File: config.mk
export PLATFORM = sky130hd
export DESIGN_NAME = mvna_ctrl
export DESIGN_NICKNAME = d
export VERILOG_FILES = /design/src/rtl/mvna_pkg.sv /design/src/rtl/mvna_ctrl.sv
export SDC_FILE = /design/constraint.sdc
export NUM_CORES = 1
export LEC_CHECK = 0
export BUFFER_PORTS_ARGS = -buffer_cell sky130_fd_sc_hd__buf_2
export CELL_PAD_IN_SITES_DETAIL_PLACEMENT = 1
export CELL_PAD_IN_SITES_GLOBAL_PLACEMENT = 1
export CORE_ASPECT_RATIO = 0.7
export CORE_MARGIN = 2
export CORE_UTILIZATION = 41
export DETAILED_ROUTE_END_ITERATION = 7
export PLACE_DENSITY = 0.88
export SYNTH_ARGS = -nofsm -noshare
export SYNTH_HDL_FRONTEND = slang
export SYNTH_SLANG_ARGS = --single-unit
File: constraint.sdc
create_clock -name clk -period 2.52 [get_ports clk]
set_input_delay 0.504 -clock clk [delete_from_list [all_inputs] [get_ports clk]]
set_output_delay 0.504 -clock clk [all_outputs]
set_load 0.01 [all_outputs]
File: src/rtl/mvna_pkg.sv
`timescale 1ns / 1ps
// ----------------------------------------------------------------------------
// mvna_pkg: shared types and constants
// Field widths, function codes, command and status groups for the vertex
// normal accumulator.
// ----------------------------------------------------------------------------
package mvna_pkg;

	localparam int MAX_VERTICES = 1024;
	localparam int ADDR_W       = $clog2(MAX_VERTICES);
	localparam int IDX_W        = 10;
	localparam int POS_W        = 24;
	localparam int ACC_W        = 60;
	localparam int DIF_W        = POS_W + 1;
	localparam int NRM_W        = 2 * DIF_W + 1;
	localparam int SQ_IN_W      = 31;
	localparam int MUL_W        = SQ_IN_W + 2;
	localparam int PROD_W       = 64;
	localparam int LEN_W        = 33;
	localparam int REM_W        = LEN_W + 1;
	localparam int OUT_W        = 16;
	localparam int FRAC_W       = 16;
	localparam int SQRT_STEPS   = 32;
	localparam int STEP_W       = 6;
	localparam int CROSS_STEPS  = 6;
	localparam int SQ_STEPS     = 3;

	typedef enum logic [1:0] {
		FN_LOAD  = 2'd0,
		FN_FACE  = 2'd1,
		FN_QUERY = 2'd2,
		FN_NOP   = 2'd3
	} func_t;

	// Order matters: face steps issue codes 0..5 from the step counter.
	typedef enum logic [3:0] {
		MO_UYVZ = 4'd0,
		MO_UZVY = 4'd1,
		MO_UZVX = 4'd2,
		MO_UXVZ = 4'd3,
		MO_UXVY = 4'd4,
		MO_UYVX = 4'd5,
		MO_SQX  = 4'd6,
		MO_SQY  = 4'd7,
		MO_SQZ  = 4'd8
	} mul_op_t;

	typedef enum logic [3:0] {
		ST_CLEAR,
		ST_IDLE,
		ST_F_RD,
		ST_F_CAP,
		ST_F_MUL,
		ST_F_ARD,
		ST_F_AWR,
		ST_Q_RD,
		ST_Q_MAG,
		ST_Q_SHIFT,
		ST_Q_SQ,
		ST_Q_SQRT,
		ST_Q_DIV,
		ST_Q_OUT
	} st_t;

	typedef struct packed {
		logic              clr_wr;
		logic [ADDR_W-1:0] clr_addr;
		logic              load_wr;
		logic              take;
		logic              pos_rd;
		logic [1:0]        corner;
		logic              acc_wr;
		logic              mul_go;
		mul_op_t           mul_op;
		logic              mag_load;
		logic              shift;
		logic              sqrt_init;
		logic              sqrt_step;
		logic              div_init;
		logic              div_step;
		logic              div_store;
		logic              out_load;
	} mvna_cmd_t;

	typedef struct packed {
		logic bad_a;
		logic bad_any;
		logic deg;
		logic big;
	} mvna_sts_t;

endpackage

File: src/rtl/mvna_ctrl.sv
`timescale 1ns / 1ps
// ----------------------------------------------------------------------------
// mvna_ctrl: controller of the vertex normal accumulator
// Sequences the clearing pass, face accumulation and normal query.
// ----------------------------------------------------------------------------
module mvna_ctrl import mvna_pkg::*; (
	input  logic       clk,
	input  logic       arst_n,
	input  logic       in_valid,
	input  logic [1:0] in_func,
	output logic       in_ready,
	output logic       out_valid,
	input  logic       out_ready,
	input  mvna_sts_t  sts,
	output mvna_cmd_t  cmd
);
	st_t               state_q, state_d;
	logic [STEP_W-1:0] step_q, step_d;
	logic [1:0]        corner_q, corner_d;
	logic [ADDR_W-1:0] clr_q, clr_d;
	logic              out_valid_q;
	logic              out_free;

	assign out_free  = !out_valid_q || out_ready;
	assign out_valid = out_valid_q;

	always_ff @(posedge clk or negedge arst_n) begin
		if (!arst_n) begin
			state_q     <= ST_CLEAR;
			step_q      <= '0;
			corner_q    <= '0;
			clr_q       <= '0;
			out_valid_q <= 1'b0;
		end else begin
			state_q  <= state_d;
			step_q   <= step_d;
			corner_q <= corner_d;
			clr_q    <= clr_d;
			if (cmd.out_load) begin
				out_valid_q <= 1'b1;
			end else if (out_ready) begin
				out_valid_q <= 1'b0;
			end
		end
	end

	always_comb begin
		state_d      = state_q;
		step_d       = step_q;
		corner_d     = corner_q;
		clr_d        = clr_q;
		in_ready     = 1'b0;
		cmd          = '0;
		cmd.corner   = corner_q;
		cmd.clr_addr = clr_q;
		cmd.mul_op   = MO_UYVZ;
		case (state_q)
			ST_CLEAR: begin
				cmd.clr_wr = 1'b1;
				clr_d      = clr_q + 1'b1;
				if (clr_q == ADDR_W'(MAX_VERTICES - 1)) begin
					state_d = ST_IDLE;
				end
			end
			ST_IDLE: begin
				in_ready = 1'b1;
				corner_d = '0;
				step_d   = '0;
				if (in_valid) begin
					case (func_t'(in_func))
						FN_LOAD: cmd.load_wr = !sts.bad_a;
						FN_FACE: begin
							cmd.take = 1'b1;
							if (!sts.bad_any) begin
								state_d = ST_F_RD;
							end
						end
						FN_QUERY: begin
							cmd.take = 1'b1;
							state_d  = ST_Q_RD;
						end
						default: ;
					endcase
				end
			end
			ST_F_RD: begin
				cmd.pos_rd = 1'b1;
				corner_d   = corner_q + 1'b1;
				if (corner_q == 2'd2) begin
					corner_d = '0;
					state_d  = ST_F_CAP;
				end
			end
			ST_F_CAP: begin
				state_d = ST_F_MUL;
			end
			ST_F_MUL: begin
				// Issue one cross term a cycle; each product passes through prod_s1 before it is folded into n_q.
				if (step_q < STEP_W'(CROSS_STEPS)) begin
					cmd.mul_go = 1'b1;
					cmd.mul_op = mul_op_t'(step_q[3:0]);
					step_d     = step_q + 1'b1;
				end else begin
					step_d  = '0;
					state_d = ST_F_ARD;
				end
			end
			ST_F_ARD: begin
				state_d = ST_F_AWR;
			end
			ST_F_AWR: begin
				cmd.acc_wr = 1'b1;
				if (corner_q == 2'd2) begin
					state_d = ST_IDLE;
				end else begin
					corner_d = corner_q + 1'b1;
					state_d  = ST_F_ARD;
				end
			end
			ST_Q_RD: begin
				state_d = ST_Q_MAG;
			end
			ST_Q_MAG: begin
				cmd.mag_load = 1'b1;
				state_d      = ST_Q_SHIFT;
			end
			ST_Q_SHIFT: begin
				if (sts.deg) begin
					state_d = ST_Q_OUT;
				end else if (sts.big) begin
					cmd.shift = 1'b1;
				end else begin
					step_d  = '0;
					state_d = ST_Q_SQ;
				end
			end
			ST_Q_SQ: begin
				cmd.sqrt_init = (step_q == '0);
				cmd.mul_go    = (step_q < STEP_W'(SQ_STEPS));
				case (step_q[1:0])
					2'd0:    cmd.mul_op = MO_SQX;
					2'd1:    cmd.mul_op = MO_SQY;
					default: cmd.mul_op = MO_SQZ;
				endcase
				step_d = step_q + 1'b1;
				if (step_q == STEP_W'(SQ_STEPS)) begin
					step_d  = '0;
					state_d = ST_Q_SQRT;
				end
			end
			ST_Q_SQRT: begin
				cmd.sqrt_step = 1'b1;
				step_d        = step_q + 1'b1;
				if (step_q == STEP_W'(SQRT_STEPS - 1)) begin
					step_d   = '0;
					corner_d = '0;
					state_d  = ST_Q_DIV;
				end
			end
			ST_Q_DIV: begin
				step_d = step_q + 1'b1;
				if (step_q == '0) begin
					cmd.div_init = 1'b1;
				end else if (step_q <= STEP_W'(FRAC_W)) begin
					cmd.div_step = 1'b1;
				end else begin
					cmd.div_store = 1'b1;
					step_d        = '0;
					if (corner_q == 2'd2) begin
						state_d = ST_Q_OUT;
					end else begin
						corner_d = corner_q + 1'b1;
					end
				end
			end
			ST_Q_OUT: begin
				if (out_free) begin
					cmd.out_load = 1'b1;
					state_d      = ST_IDLE;
				end
			end
			default: state_d = ST_IDLE;
		endcase
	end
endmodule

==> metrics <==
crit share post-route 93.2%; Post-synth ARST share 100%; CTS buffer count 3; DR vias/cell approximately 5.7; synth unique cells 59; Synth area leaders dfrtp_1 32%, ha_1 6.8%, nand2_1 3.3%; Mapped Cells between 150 and 200; number of flops mapped to enable cells by yosys 0; area of the multi-input gates ~1100 sq um; Global Route Usage Sum between 20 and 25%; switching part of the total power approximately a quarter; detailed-route via count approximately 1600; Hold WS 0.197 ns; vias in the first global route 1671; largest net degree at the start of global routing 24; final hold violations 0; Reg power frac 57.4%; Synth Area in Compound Gates 16.5%; Critical Path AT 1.84 ns; net count of the mapped netlist 213; CTS tree built; Initial Util 42.4%; synth-to-layout area growth 16.0%; first-pass GRT wire length roughly 8000 um; drt drc 0; Max Freq 426 MHz; leakage power 1.01 nW; max-cap violations 0; Die ar. 5010 sq um; Die H between 50 and 60 um; clock skew 0.00541 ns; DRT iter0 DRCs 76; # IOs 42; Yosys top cell by area dfrtp_1; Power Dens Cells 303 nW/um^2; total power 643 uW; status complete, no violations; TritonCTS Sinks 23; Gate power share roughly 3.7%; Register Area 577 sq um; Final Wtd Congestion 0.872; DIE WIDTH around 84 um; Clock Power Share between 30% and 40%; XOR/XNOR Fraction of Synth Area 4.79%; TNS Setup 0 ns; initial antenna violation count 0; share of cells above drive strength 1 28.1%; syn_area_per_cell 9.47 sq um; adder-cell share of the synthesized area under 10%; synthesis-stage register bit count 23; Synth Area in Simple Gates between 20% and 30%; Hold Buf Count CTS 0; clock buffer depth 2; WL/cell 17.0 um; root buf cell clkbuf_8; Startpoint Class flop; crit path launch step_q[0]; Hold Crit Class in -> async; IO Port Bufs 41; YS warnings 0; largest family of logic cells by synthesized area simple AND/OR/NAND/NOR gates; htree depth 1; clk_lat worst skew approximately 0.28 ns; register area share after synthesis 31.5%; # diodes 0; Final Net Count 256; share of the synthesized area in the top cell type 31.5%; Rows 20; critical path type reg -> out; Worst-Margin Slew ~0.56 ns; dpl hpwl between 3000 and 4000 um; fillers 541; relative slew slack 62.2%; main flop type after synthesis dfrtp_1; CP max FO 7; multiplexer area fraction after synthesis 5.27%; Req. time, crit path 2.02 ns; core area about 4300 sq um; final setup vio count 0; Worst-path clk slew 0.09 ns; total global routing overflow 0; antenna-violating nets left 0; fin crit period 2.35 ns; Max IR drop VDD 0.000195 V; Int Power 490 uW; cell area after synthesis about 1800 sq um; Crit. End Element output port; switching power 153 uW; Critical R2R Launch step_q[0]; drt pass-1 iters 4; RSZ-0062 raised after global routing no; WL final 4940 um; Final Slew Violations 0
[cells in the final DEF, fill, tap and decap left out, types with 2 or more instances in the layout]
| cell | n |
|---|---|
| a211o_1 | 2 |
| a21o_1 | 2 |
| a21oi_1 | 3 |
| a22o_1 | 4 |
| a32o_1 | 2 |
| and2_1 | 2 |
| and3_1 | 2 |
| and4_1 | 2 |
| and4b_1 | 2 |
| buf_2 | 41 |
| buf_4 | 8 |
| clkbuf_8 | 3 |
| dfrtp_1 | 22 |
| ha_1 | 10 |
| inv_1 | 7 |
| mux2_1 | 4 |
| mux2_4 | 2 |
| nand2_1 | 16 |
| nand2b_1 | 9 |
| nand3_1 | 7 |
| nand4_1 | 3 |
| nand4b_1 | 2 |
| nand4bb_1 | 2 |
| nor2_1 | 15 |
| nor2b_1 | 4 |
| nor3_1 | 7 |
| o211ai_1 | 2 |
| o21a_1 | 2 |
| o21ai_0 | 6 |
| o21ai_1 | 4 |
| o22ai_1 | 2 |
| xnor2_1 | 5 |
| xor2_1 | 5 |
[logic make-up (layout without fill, tap and decap cells)]
kind of cell / count (synthesis) / after routing
AO/OA/AOI/OAI: 38 / 38
multiplexers: 8 / 8
XOR/XNOR: 10 / 10
adder cells (fa/ha/maj): 10 / 10
AND/OR/NAND/NOR: 85 / 85
flip-flops: 23 / 23
buffers and inverters: 19 / 61
[registers in the layout, indices dropped and copies added, names as in the netlist]
signal and cells:
clr_q 10, out_valid 1, corner_q 2, state_q 4, step_q 6
[cell type report]
cell class / count / area share, %
Clock inverter: 1 / 0.354
Multi-Input combinational cell: 151 / 53.3
Inverter: 8 / 1.42
Clock buffer: 3 / 1.95
Timing Repair Buffer: 49 / 12.5
Sequential cell: 23 / 27.2
Tap cell: 55 / 3.25
[Yosys cell counts (all sizes together) (3+ instances only)]
library cell	n
a21oi	3
a22o	4
buf	9
dfrtp	23
ha	10
inv	8
mux2	7
nand2	16
nand2b	9
nand3	8
nand4	3
nor2	15
nor2b	4
nor3	8
o21ai	11
xnor2	5
xor2	5
[routing by layer]
| metal | share of wire, % | global-route usage [%] |
|---|---|---|
| met1 | 48 | 27.0 |
| met2 | 48 | 36.2 |
| met3 | 4.0 | 3.59 |
| met4 | 0.59 | 3.46 |
| met5 | 0 | 0 |
[final timing paths]
path                            cells past startpoint          end  slack [ns]
worst max-delay path                                4       cmd[2]        0.17
worst min-delay path                                1  corner_q[1]        0.20
worst max register to register                      6   state_q[0]        0.18
worst min register to register                      1     clr_q[8]        0.51
max in group asynchronous                           1   state_q[1]        1.92
min in group clk                                    1     clr_q[8]        0.51
[critical path, cell delays in order (launching register included)]
cell and delay, ns:
dfrtp_1 0.48, o41a_1 0.47, nor3_2 0.31, and2_1 0.19
buf_2 0.13
[what timing repair did]
action	in CTS	in global routing
resized for setup	0	1
endpoints found under the setup margin	0	1
buffers inserted	0	0
[through the flow]
stage / area, sq um / std cells / utilization [%] / setup WS, ns
final: 2120 / 290 / 49.2 / 0.172
after global routing: 2120 / 290 / 49.2 / 0.0611
after global placement: 2070 / 286 / 48.1 / 0.369
after floorplan: 1830 / 193 / - / 0.427
after CTS: 2120 / 290 / 49.2 / 0.0566
after detailed placement: 2070 / 286 / 48.1 / 0.254
[power by group through the flow]
stage / Clock, mW / Combinational [mW] / Sequential (mW)
finish: 0.250 / 0.0238 / 0.369
global route: 0.265 / 0.0267 / 0.369
CTS: 0.253 / 0.0251 / 0.369
detailed placement: 0 / 0.0249 / 0.376
global placement: 0 / 0.0231 / 0.376
floorplan: 0 / 0.00644 / 0.376
Note: power is estimated with default switching activity, not from simulation.
